--- src/hw/rtl/lefc_pkg.sv ---
package lefc_pkg;

    // header layout, byte offsets into the little-endian entry header
    localparam int HDR_BYTES = 32;
    localparam int HDR_IDX_W = $clog2(HDR_BYTES);
    localparam int OFF_FP    = 8;
    localparam int OFF_ELEN  = 16;
    localparam int OFF_VLEN  = 20;
    localparam int OFF_KLEN  = 24;
    localparam int OFF_FLAGS = 26;
    localparam int OFF_CRC   = 28;

    // crc32c, reflected form
    localparam logic [31:0] CRC_POLY = 32'h82F6_3B78;
    localparam logic [31:0] CRC_INIT = 32'hFFFF_FFFF;

    // result status codes
    localparam logic [1:0] STATUS_OK      = 2'd0;
    localparam logic [1:0] STATUS_LEN_ERR = 2'd1;
    localparam logic [1:0] STATUS_CRC_ERR = 2'd2;

    typedef struct packed {
        logic [1:0]  status;
        logic [63:0] sequence_number;
        logic [63:0] key_fingerprint;
        logic [15:0] entry_flags;
        logic [15:0] key_length;
        logic [31:0] value_length;
    } t_result;

    // one byte through the crc register, bit at a time
    function automatic logic [31:0] crc_byte(input logic [31:0] crc, input logic [7:0] b);
        logic [31:0] c;
        c = crc ^ {24'd0, b};
        for (int i = 0; i < 8; i++) begin
            c = c[0] ? ((c >> 1) ^ CRC_POLY) : (c >> 1);
        end
        return c;
    endfunction

endpackage

--- src/hw/rtl/lefc_parser.sv ---
module lefc_parser (
    input  logic                 i_clk,
    input  logic                 i_rst_n,
    input  logic                 i_step,
    input  logic [7:0]           i_data_byte,
    input  logic [31:0]          i_max_len,
    output logic                 o_res_valid,
    output lefc_pkg::t_result    o_res
);
    import lefc_pkg::*;

    typedef enum logic {
        PH_HEADER,
        PH_PAYLOAD
    } t_phase;

    t_phase               r_phase;
    logic [HDR_IDX_W-1:0] r_hdr_cnt;
    logic [7:0]           r_hdr [HDR_BYTES];
    logic [32:0]          r_rem;
    logic [31:0]          r_crc;

    logic [7:0]  hv [HDR_BYTES];
    logic        in_header;
    logic        last_hdr;
    logic [7:0]  crc_in;
    logic [31:0] crc_nx;
    logic [31:0] elen;
    logic [31:0] vlen;
    logic [15:0] klen;
    logic [31:0] stored_crc;
    logic [32:0] pay_len;
    logic [33:0] total_len;
    logic        len_bad;
    logic        crc_ok;
    logic        pay_done;

    assign in_header = (r_phase == PH_HEADER);
    assign last_hdr  = in_header && (r_hdr_cnt == HDR_IDX_W'(HDR_BYTES - 1));

    // header as it stands once this byte is in
    always_comb begin
        for (int i = 0; i < HDR_BYTES; i++) begin
            hv[i] = (in_header && (r_hdr_cnt == HDR_IDX_W'(i))) ? i_data_byte : r_hdr[i];
        end
    end

    // header fields
    always_comb begin
        o_res = '0;
        elen       = '0;
        stored_crc = '0;
        for (int i = 0; i < 8; i++) begin
            o_res.sequence_number[8*i +: 8] = hv[i];
            o_res.key_fingerprint[8*i +: 8] = hv[OFF_FP + i];
        end
        for (int i = 0; i < 4; i++) begin
            elen[8*i +: 8]                = hv[OFF_ELEN + i];
            o_res.value_length[8*i +: 8]  = hv[OFF_VLEN + i];
            stored_crc[8*i +: 8]          = hv[OFF_CRC + i];
        end
        for (int i = 0; i < 2; i++) begin
            o_res.key_length[8*i +: 8]  = hv[OFF_KLEN + i];
            o_res.entry_flags[8*i +: 8] = hv[OFF_FLAGS + i];
        end
        o_res.status = STATUS_OK;
        if (last_hdr && len_bad) begin
            o_res.status = STATUS_LEN_ERR;
        end else if (!crc_ok) begin
            o_res.status = STATUS_CRC_ERR;
        end
    end

    assign vlen = o_res.value_length;
    assign klen = o_res.key_length;

    // crc update, stored crc bytes go in as zero
    assign crc_in = (in_header && (r_hdr_cnt >= HDR_IDX_W'(OFF_CRC))) ? 8'd0 : i_data_byte;
    assign crc_nx = crc_byte(r_crc, crc_in);
    assign crc_ok = (~crc_nx == stored_crc);

    // length check
    assign pay_len   = {17'd0, klen} + {1'b0, vlen};
    assign total_len = {1'b0, pay_len} + 34'(HDR_BYTES);
    assign len_bad   = (elen < 32'(HDR_BYTES)) || (elen > i_max_len)
                       || (total_len != {2'b00, elen});

    assign pay_done    = !in_header && (r_rem <= 33'd1);
    assign o_res_valid = i_step && ((last_hdr && (len_bad || pay_len == '0)) || pay_done);

    // phase, counters and crc register
    always_ff @(posedge i_clk) begin
        if (!i_rst_n) begin
            r_phase   <= PH_HEADER;
            r_hdr_cnt <= '0;
            r_rem     <= '0;
            r_crc     <= CRC_INIT;
        end else if (i_step) begin
            unique case (r_phase)
                PH_HEADER: begin
                    r_hdr_cnt <= r_hdr_cnt + 1'b1;
                    r_crc     <= crc_nx;
                    if (last_hdr) begin
                        r_hdr_cnt <= '0;
                        if (len_bad || pay_len == '0) begin
                            r_crc <= CRC_INIT;
                        end else begin
                            r_phase <= PH_PAYLOAD;
                            r_rem   <= pay_len;
                        end
                    end
                end
                PH_PAYLOAD: begin
                    r_crc <= crc_nx;
                    r_rem <= r_rem - 1'b1;
                    if (pay_done) begin
                        r_phase <= PH_HEADER;
                        r_rem   <= '0;
                        r_crc   <= CRC_INIT;
                    end
                end
                default: begin
                    r_phase <= PH_HEADER;
                end
            endcase
        end
    end

    // header byte store
    always_ff @(posedge i_clk) begin
        if (i_step && in_header) begin
            r_hdr[r_hdr_cnt] <= i_data_byte;
        end
    end
endmodule

--- config.mk ---
export PLATFORM = sky130hd
export DESIGN_NAME = lefc_parser
export DESIGN_NICKNAME = d
export VERILOG_FILES = /design/src/hw/rtl/lefc_pkg.sv /design/src/hw/rtl/lefc_parser.sv
export SDC_FILE = /design/constraint.sdc
export NUM_CORES = 1
export LEC_CHECK = 0
export ABC_AREA = 1
export BUFFER_PORTS_ARGS = -buffer_cell sky130_fd_sc_hd__clkbuf_2
export CORE_AREA = 4 4 198 219
export CTS_CLUSTER_SIZE = 16
export DETAILED_ROUTE_END_ITERATION = 7
export DIE_AREA = 0 0 202 223
export GPL_ROUTABILITY_DRIVEN = 0
export HOLD_SLACK_MARGIN = 0.05
export PLACE_DENSITY = 0.7
export SLEW_MARGIN = 0
export SYNTH_ARGS = -nofsm -noshare
export SYNTH_HDL_FRONTEND = slang
export SYNTH_SLANG_ARGS = --single-unit
--- constraint.sdc ---
create_clock -name i_clk -period 13.4 [get_ports i_clk]
set_clock_uncertainty 0.15 [all_clocks]
set_input_delay 2.68 -clock i_clk [delete_from_list [all_inputs] [get_ports i_clk]]
set_output_delay 2.68 -clock i_clk [all_outputs]
set_load 0.01 [all_outputs]
# After elaboration in Yosys (flattened, before gate mapping)

Memory sizes are Yosys's and may differ from the RTL's.
Index checks and enable logic that the tools add are counted.
W data, S select, Z words.

Bits in latches: 0
ROM bits: 0
Flip-flop bits (word level): 71
Memories kept: 1
Word-level logic and storage cells: 163
Bits of input ports: 43
RAM bits: 256
Output and inout bits: 195

Memories:

| name  | words | bits a word | read ports | clocked after Yosys merged registers in | write ports | RTL line          | source |
|---|---|---|---|---|---|---|---|
| r_hdr | 32    | 8           | 32         | 0                                       | 1           | lefc_parser.sv:19 | `logic [7:0] r_hdr [HDR_BYTES];` |

Add/sub/neg operators: 4
Equal/unequal tests: 35
Bitwise operators: 11
Muxes and demuxes: 58
$mul: 0
Reductions and logical operators: 46
Order comparisons: 4
Shift operators: 0
Divide/modulo/power cells: 0

Operators with widths:

| kind                    | number |
|---|---|
| $mux W32                | 11 |
| $mux W8                 | 33 |
| $not A16 Y17            | 8 |
| $mux W33                | 3 |
| $eq A5 B5 Y1 const B    | 16 |
| $pmux W33 S2            | 1 |
| $pmux W32 S2            | 1 |
| $eq A5 B4 Y1 const B    | 8 |
| $logic_and A1 B1 Y1     | 38 |
| $add A33 B6 Y34 const B | 1 |
| $ne A34 B32 Y1          | 1 |
| $add A16 B32 Y33        | 1 |
| $le A33 B1 Y1 const B   | 1 |
| $logic_not A33 Y1       | 1 |
| $sub A33 B1 Y33 const B | 1 |
| $eq A32 B32 Y1          | 1 |
| $gt A32 B32 Y1          | 1 |
| $lt A32 B6 Y1 const B   | 1 |
| $not A32 Y32            | 1 |
| $xor A32 B8 Y32         | 1 |
| $eq A5 B3 Y1 const B    | 4 |
| $eq A5 B2 Y1 const B    | 2 |
| $add A5 B1 Y5 const B   | 1 |
| $eq A5 B1 Y1 const B    | 1 |
| other kinds (12)        | 20 |

# Logic depth before layout (Yosys ltp)

Gate-level depths: netlist of the first run.

Depth in word-level cells: 24
Gate-level depth with buffers: 40
Mapped depth without buffers: 39

# Least setup slack after synthesis of the first run

No wires, ideal clock.

Path type: in2out
Start point: input port i_data_byte[0]
End point: output port o_res_valid
Path buffers: 2
Data arrival time: 6.850 ns
Required time: 10.570 ns
Setup slack: 3.720 ns
Stages on the path: 31
Cell sequence: clkinv_1 clkbuf_1 o21ai_0 ha_1 inv_1 fa_1 nand3b_1 nand2_1 a21oi_1 xor2_1 ha_1 nand2_1 nor2_1 nand2_1 nor2_2 nand3_1 nor2_2 nand3_2 nor2_4 nand3_1 nand3_1 nand2_1 nor2_1 nand3_1 nor2_2 nand3_1 nand2_1 nand2_1 nand2_1 buf_4 inv_1

RTL lines:

| item               | RTL line         | source |
|---|---|---|
| start: declaration | lefc_parser.sv:5 | `input logic [7:0] i_data_byte,` |
| end: declaration   | lefc_parser.sv:7 | `output logic o_res_valid,` |

# Worst setup path after layout of the first run

Start point: input port i_data_byte[0]
End point: output port o_res_valid

Cells in the longest elaborated chain, start to end: 9
Elaborated cells between the ends (all ways): 22
Classes of those cells: 2 x add/sub; 2 x order compare; 1 x eq/ne; 10 x mux; 7 x reduce/logical

Ends and longest elaborated chain:

| item                    | RTL line          | source |
|---|---|---|
| $mux W8                 | lefc_parser.sv:44 | `hv[i] = (in_header && (r_hdr_cnt == HDR_IDX_W'(i))) ? i_data_byte : r_hdr[i];` |
| $add A16 B32 Y33        | lefc_parser.sv:83 | `assign pay_len = {17'd0, klen} + {1'b0, vlen};` |
| $add A33 B6 Y34         | lefc_parser.sv:84 | `assign total_len = {1'b0, pay_len} + 34'(HDR_BYTES);` |
| $ne A34 B32 Y1          | lefc_parser.sv:86 | `\|\| (total_len != {2'b00, elen});` |
| $logic_or A1 B1 Y1      | lefc_parser.sv:86 |  |
| $logic_or A1 B1 Y1 (*)  | lefc_parser.sv:89 | `assign o_res_valid = i_step && ((last_hdr && (len_bad \|\| pay_len == '0)) \|\| pay_done);` |
| $logic_and A1 B1 Y1 (*) | lefc_parser.sv:89 |  |
| $logic_or A1 B1 Y1 (*)  | lefc_parser.sv:89 |  |
| $logic_and A1 B1 Y1 (*) | lefc_parser.sv:89 |  |

Mark *: on every way between the ends. The rest lies on a longest branch, timed or not.

==> reports/metrics.cfg, run 1 <==
[grt]
grt_max_degree=80
grt_pass1_wl_um=101000
antenna_found_initial=0
grt_pass1_vias=17500
overflow=0
track_usage_pct=28.4

[critical_path]
regToRegStartpoint=r_phase
endpoint_kind=primary output
worstPathRequired_ns=10.57
setup.worst_path.class=in -> out
worstPathMaxFanout=33
worst-r2r-setup-slack_ns=6.25
cp_slowest_cell=fa_1
path_buf_inv=6
reg2regPathDepth=29
critPathTopFamily=simple AND/OR/NAND/NOR gates
crit_arrival_ns=7.80
worstReg2RegEnd=r_rem[26]
cp-start-kind=primary input
cpPeakStageDelay_ns=0.40
cpMostUsedCell=nand2_1

[min_path]
min_path_type=reg -> reg
holdPathStages=2
hold_end=r_crc[18]
min_from=r_crc[18]

[cts]
ctsResizeCount=0
clk_pin_slew_ns=0.06
clkLatencyLatePin_ns=0.54
htree_num_levels=2
cts_hold_buf=0
cts_tree=built
cts_made_buffers=37
cts_setup_buffers=0
cts.sink_count=327
clockRootBuffer=clkbuf_16
ctsLongestPathBuffers=3

[finish]
drive_gt1_share_pct=16.1
nets=2814
fin_cells=3300
diodes=0
area_growth_pct=13.7

[placement]
dp_cells=3236
portBuffers=237
dp_hpwl_um=47100

[drt]
drc=0
drtAntennaViolNets=0
wire_per_inst_um=20.1
wl_um=66400
via_per_inst=5.61
num_vias=18500
first_pass_iters=6
drt_iter0_drc=1760

[floorplan]
fp.dieW_um=202
fp.dieH_um=223
fp.dieArea_um2=45000
io_pins=238
rows=78
start_util_pct=49.4
fp.coreArea_um2=41100

[power]
power_frac_comb_pct=35.3
powerDensity_nw_per_um2=145
p_sw_share_pct=35.8
p_switching_uw=1200
pwr-share-seq_pct=34.6
clkPwrFrac_pct=30.1
p_int_uw=2150
ir_drop_mv=0.155
leakage_uw=0.0105

[sta]
relSlewSlack_pct=14.4
min_period_over_period_pct=79.3
max_clock_freq_mhz=94.1
hold_viol=0
worst_pin_slew_ns=1.28
final.setup.tns_ns=0
rsz0062_at_grt=no
setup_viol_count_final=0
period_minus_slack_ns=10.63
drv_slew=0

[synth]
synthTopCellsByArea=edfxtp_1, nand2_1, dfxtp_1
synth_cells=2512
yosysTopAreaCellShare_pct=37.9
seq_area_frac_synth_pct=44.9
synthTopCellsByCount=nand2_1, inv_1, edfxtp_1, o21ai_0, nor2_1
postSynthAreaPerCell_um2=8.08
syn_area_um2=20300
synth_flop_cell=edfxtp_1
yosysMostFrequentCell=nand2_1
synth_warnings=0
synthArstFlopShare_pct=0
synth-edff-count=256
synth_fp_nets=2611
synth.distinct_cells=57
yosysTopAreaCell=edfxtp_1
synth_seq_cells=327

[status]
status=finished, final reports clean

[flow_run]
drv_cap=0

[kinds of logic (layout without fill, tap and decap cells)]
group	count (synthesis)	after routing	share of synthesized area, %
AOI/OAI and AO/OA	448	448	12.0
xor gates and xnor gates	179	179	8.00
adders and majority gates	56	56	3.49
buffers and inverters	383	611	7.60
DFF	327	327	44.9
and+or+nand+nor	1119	1119	24.0
[how the worst max path moves through the flow]
stage	startpoint	depth (start not counted)	to	slack (ns)
2_1_floorplan	i_data_byte[0]	31	o_res_valid	3.72
3_3_place_gp	i_data_byte[4]	31	o_res_valid	2.94
3_5_place_dp	i_data_byte[0]	34	o_res_valid	2.87
4_1_cts	i_data_byte[0]	34	o_res_valid	2.83
5_1_grt	i_data_byte[0]	34	o_res_valid	2.32
6_report	i_data_byte[0]	32	o_res_valid	2.77
[layout by cell type (no fill, tap or decap), types with 3 or more instances in the layout]
| master | count |
|---|---|
| dfxtp_1 | 71 |
| nand2_4 | 3 |
| bufinv_16 | 5 |
| nand3b_1 | 7 |
| o21ai_2 | 11 |
| nor2_2 | 22 |
| o21a_1 | 6 |
| clkbuf_16 | 37 |
| clkbuf_2 | 237 |
| nand4_1 | 19 |
| clkinv_1 | 13 |
| nor2_4 | 12 |
| nand2_1 | 600 |
| nand3_1 | 152 |
| ha_1 | 55 |
| xnor2_1 | 46 |
| o21bai_1 | 4 |
| clkbuf_1 | 3 |
| inv_1 | 259 |
| nor3_1 | 28 |
| clkinv_2 | 5 |
| inv_2 | 23 |
| or2_2 | 4 |
| xor2_1 | 127 |
| buf_4 | 23 |
| xnor2_2 | 3 |
| nand3_2 | 5 |
| nor2_1 | 212 |
| o21ai_0 | 243 |
| a22oi_1 | 5 |
| nor4_1 | 12 |
| edfxtp_1 | 256 |
| nand2_2 | 37 |
| a21oi_1 | 125 |
| o21ai_1 | 7 |
| o211ai_1 | 16 |
| o22ai_1 | 21 |
[tightest hold or removal path, stage by stage (launching register included)]
cell and delay, ns:
dfxtp_1 0.34, a21oi_1 0.07, nand3_1 0.07
[final cells by class]
cell class | instances | area (um2)
clock buffers | 40 | 937
clock inverters | 24 | 245
well taps | 560 | 701
flip-flops and latches | 327 | 9110
inverters | 287 | 1080
fillers | 3780 | 18000
multi-input cells | 1802 | 9640
repair buffers | 260 | 1360
[per-stage QoR]
stage	worst slack, ns	instance area (um2)	hold slack (ns)	power, uW	util (%)
finish	2.77	23100	0.364	3350	56.1
global route	2.32	23100	0.392	3500	56.1
CTS	2.83	23100	0.366	3340	56.1
detailed placement	2.87	21900	0.349	2330	53.3
global placement	2.94	21900	0.341	2320	53.3
floorplan	3.72	20300	0.324	2030	-
[routing by layer]
layer	vias to the layer above	track usage [%]	part of all wire, %
li1	8703	-	-
met1	8652	36.7	39
met2	959	46.2	46
met3	199	6.08	10
met4	0	12.3	4.7
met5	-	0	0
[sequential cells by signal, summed over array words and instances (netlist names)]
name       flops
r_phase        1
r_crc         32
r_hdr        256
r_rem         33
r_hdr_cnt      5
[power by group through the flow]
stage / Combinational [uW] / Clock (uW) / Sequential [uW]
2_1_floorplan: 853 / 0 / 1170
3_3_place_gp: 1140 / 0 / 1180
3_5_place_dp: 1160 / 0 / 1180
4_1_cts: 1170 / 1020 / 1160
5_1_grt: 1280 / 1060 / 1160
6_report: 1180 / 1010 / 1160
Note: power is estimated with default switching activity, not from simulation.
==> run 2, diff against run 1 <==
==> constraint.sdc (replaced) <==
create_clock -name i_clk -period 10.45 [get_ports i_clk]
set_clock_uncertainty 0.15 [all_clocks]
set_input_delay 2.09 -clock i_clk [delete_from_list [all_inputs] [get_ports i_clk]]
set_output_delay 2.09 -clock i_clk [all_outputs]
set_load 0.01 [all_outputs]
==> run 2 against run 1 <==
Clock-buffer cell count up 6. Combinational power up 26%. Critical path type unchanged. First-iteration DRC count up 3.6%. Via count about the same. Non-clock buffer count up 4. Sequential cell count unchanged. Final cell count up 0.24%. Design area about the same. Register-to-register slack worse by 3.0 ns. Core utilization about the same. Wire length down 0.23%. Worst setup slack worse by 1.8 ns.
==> reports/metrics.cfg, run 2 (same netlist as run 1, synthesis figures left out) <==
[sta]
relSlewSlack_pct=18.5  ; was 14.4%
drv_slew=0  ; unchanged
worst_pin_slew_ns=1.22  ; was 1.28 ns
setup_viol_count_final=0  ; unchanged
min_period_over_period_pct=90.4
final.setup.tns_ns=0  ; unchanged
rsz0062_at_grt=no  ; unchanged
period_minus_slack_ns=9.44
max_clock_freq_mhz=106
hold_viol=0  ; unchanged

[status]
status=finished, final reports clean  ; unchanged

[power]
p_sw_share_pct=36.0  ; was 35.8%
pwr-share-seq_pct=35.2  ; was 34.6%
ir_drop_mv=0.155  ; about the same
powerDensity_nw_per_um2=183  ; was 145 nW/um2
clkPwrFrac_pct=29.6  ; was 30.1%
p_switching_uw=1520  ; was 1200 uW
power_frac_comb_pct=35.2  ; was 35.3%
p_int_uw=2700  ; was 2150 uW
leakage_uw=0.0105  ; about the same

[cts]
ctsResizeCount=0  ; unchanged
cts_made_buffers=37  ; unchanged
cts_tree=built  ; unchanged
clk_pin_slew_ns=0.06  ; about the same
cts_hold_buf=0  ; unchanged
clockRootBuffer=clkbuf_16  ; unchanged
cts_setup_buffers=0  ; unchanged
ctsLongestPathBuffers=3  ; unchanged
clkLatencyLatePin_ns=0.53  ; was 0.54 ns
htree_num_levels=2  ; unchanged
cts.sink_count=327  ; unchanged

[critical_path]
cpMostUsedCell=nand2_1  ; unchanged
endpoint_kind=primary output  ; unchanged
worstReg2RegEnd=r_rem[22]  ; was r_rem[26]
worstPathRequired_ns=8.21  ; was 10.57 ns
worstPathMaxFanout=33  ; unchanged
cpPeakStageDelay_ns=0.62  ; was 0.40 ns
reg2regPathDepth=36  ; was 29
worst-r2r-setup-slack_ns=3.29  ; was 6.25 ns
cp_slowest_cell=xor2_1  ; was fa_1
crit_arrival_ns=7.20  ; was 7.80 ns
cp-start-kind=primary input  ; unchanged
setup.worst_path.class=in -> out  ; unchanged
regToRegStartpoint=r_hdr_cnt[0]  ; was r_phase

[drt]
via_per_inst=5.60  ; was 5.61
wire_per_inst_um=20.0  ; was 20.1 um
drc=0  ; unchanged
wl_um=66200  ; was 66400 um
drtAntennaViolNets=0  ; unchanged
drt_iter0_drc=1824  ; was 1760
first_pass_iters=6  ; unchanged
num_vias=18500  ; about the same

[floorplan]
fp.dieH_um=223  ; unchanged
fp.dieArea_um2=45000  ; unchanged
fp.coreArea_um2=41100  ; unchanged
io_pins=238  ; unchanged
start_util_pct=49.4  ; unchanged
rows=78  ; unchanged
fp.dieW_um=202  ; unchanged

[finish]
layout_commonest_cell=nand2_1  ; unchanged
final_cell_mix=nand2_1, inv_1, edfxtp_1, o21ai_0, clkbuf_2  ; unchanged
area_growth_pct=13.7  ; about the same
drive_gt1_share_pct=16.2  ; was 16.1%
regMostFlops=r_hdr  ; unchanged
largest_reg_flops=256  ; unchanged
top_regs=r_hdr (256), r_rem (33), r_crc (32)  ; unchanged
final_util_pct=56.1  ; about the same
nets=2818  ; was 2814
diodes=0  ; unchanged

[grt]
overflow=0  ; unchanged
grt_max_degree=92  ; was 80
grt_pass1_wl_um=102000  ; was 101000 um
grt_pass1_vias=17700  ; was 17500
track_usage_pct=28.5  ; was 28.4%
antenna_found_initial=0  ; unchanged

[placement]
portBuffers=237  ; unchanged
dp_hpwl_um=46800  ; was 47100 um

[min_path]
min_path_type=reg -> reg  ; unchanged
holdPathStages=2  ; unchanged
hold_end=r_crc[10]  ; was r_crc[18]
min_from=r_crc[10]  ; was r_crc[18]

[flow_run]
drv_cap=0  ; unchanged

## run 2: changes by cell type in the layout (fill, tap and decap cells not counted), sizes merged
| cell | before | now |
|---|---|---|
| buf | 23 | 27 |
| clkinv | 18 | 20 |
| clkbuf | 277 | 283 |
| bufinv | 5 | 1 |
## run 2: worst max-delay path by stage
stage | from | end | slack, ns | cells after the start
finish | i_data_byte[6] | o_res_valid | 1.01 | 30
global route | i_data_byte[4] | o_res_valid | 0.66 | 31
CTS | i_data_byte[4] | o_res_valid | 1.24 | 31
detailed placement | i_data_byte[0] | o_res_valid | 1.25 | 34
global placement | i_data_byte[0] | o_res_valid | 1.40 | 34
floorplan | i_data_byte[0] | o_res_valid | 1.95 | 31
## run 2: through the flow
stage	worst slack [ns]	std cells	total power, uW	hold WS, ns	area, um2
6_report	1.01	3308	4220	0.362	23100
5_1_grt	0.656	3308	4410	0.386	23100
4_1_cts	1.24	3308	4220	0.362	23100
3_5_place_dp	1.25	3240	2980	0.346	21900
3_3_place_gp	1.40	3240	2960	0.342	21900
2_1_floorplan	1.95	2512	2600	0.324	20300
## run 2: power groups by stage
stage	logic (uW)	clock network (uW)	registers, uW
floorplan	1090	0	1500
global placement	1450	0	1510
detailed placement	1460	0	1510
CTS	1480	1260	1480
global route	1600	1320	1490
finish	1490	1250	1480
## run 2: critical path: cells and delay by family
| family | cells | cell delay, ns |
|---|---|---|
| AO/OA/AOI/OAI | 3 | 0.69 |
| XOR/XNOR | 1 | 0.62 |
| adder cells (fa/ha/maj) | 1 | 0.37 |
| buffers and inverters | 8 | 1.58 |
| AND/OR/NAND/NOR | 17 | 1.82 |
## run 2: cell type report
type,count,area [um2]
tap,560,701
fill,3726,18000
timing repair buffer,264,1390
clock inverter,22,140
multi-input combinational,1802,9640
clock buffer,46,1000
sequential,327,9110
inverter,287,1080
## run 2: layer usage
metal  GRT usage, %  wire length, um  up-vias
met1           35.5            25600     8593
met3           6.12             6360      236
li1               -                -     8723
met5              0                0        -
met2           47.4            30600      969
met4           13.5             3600        0
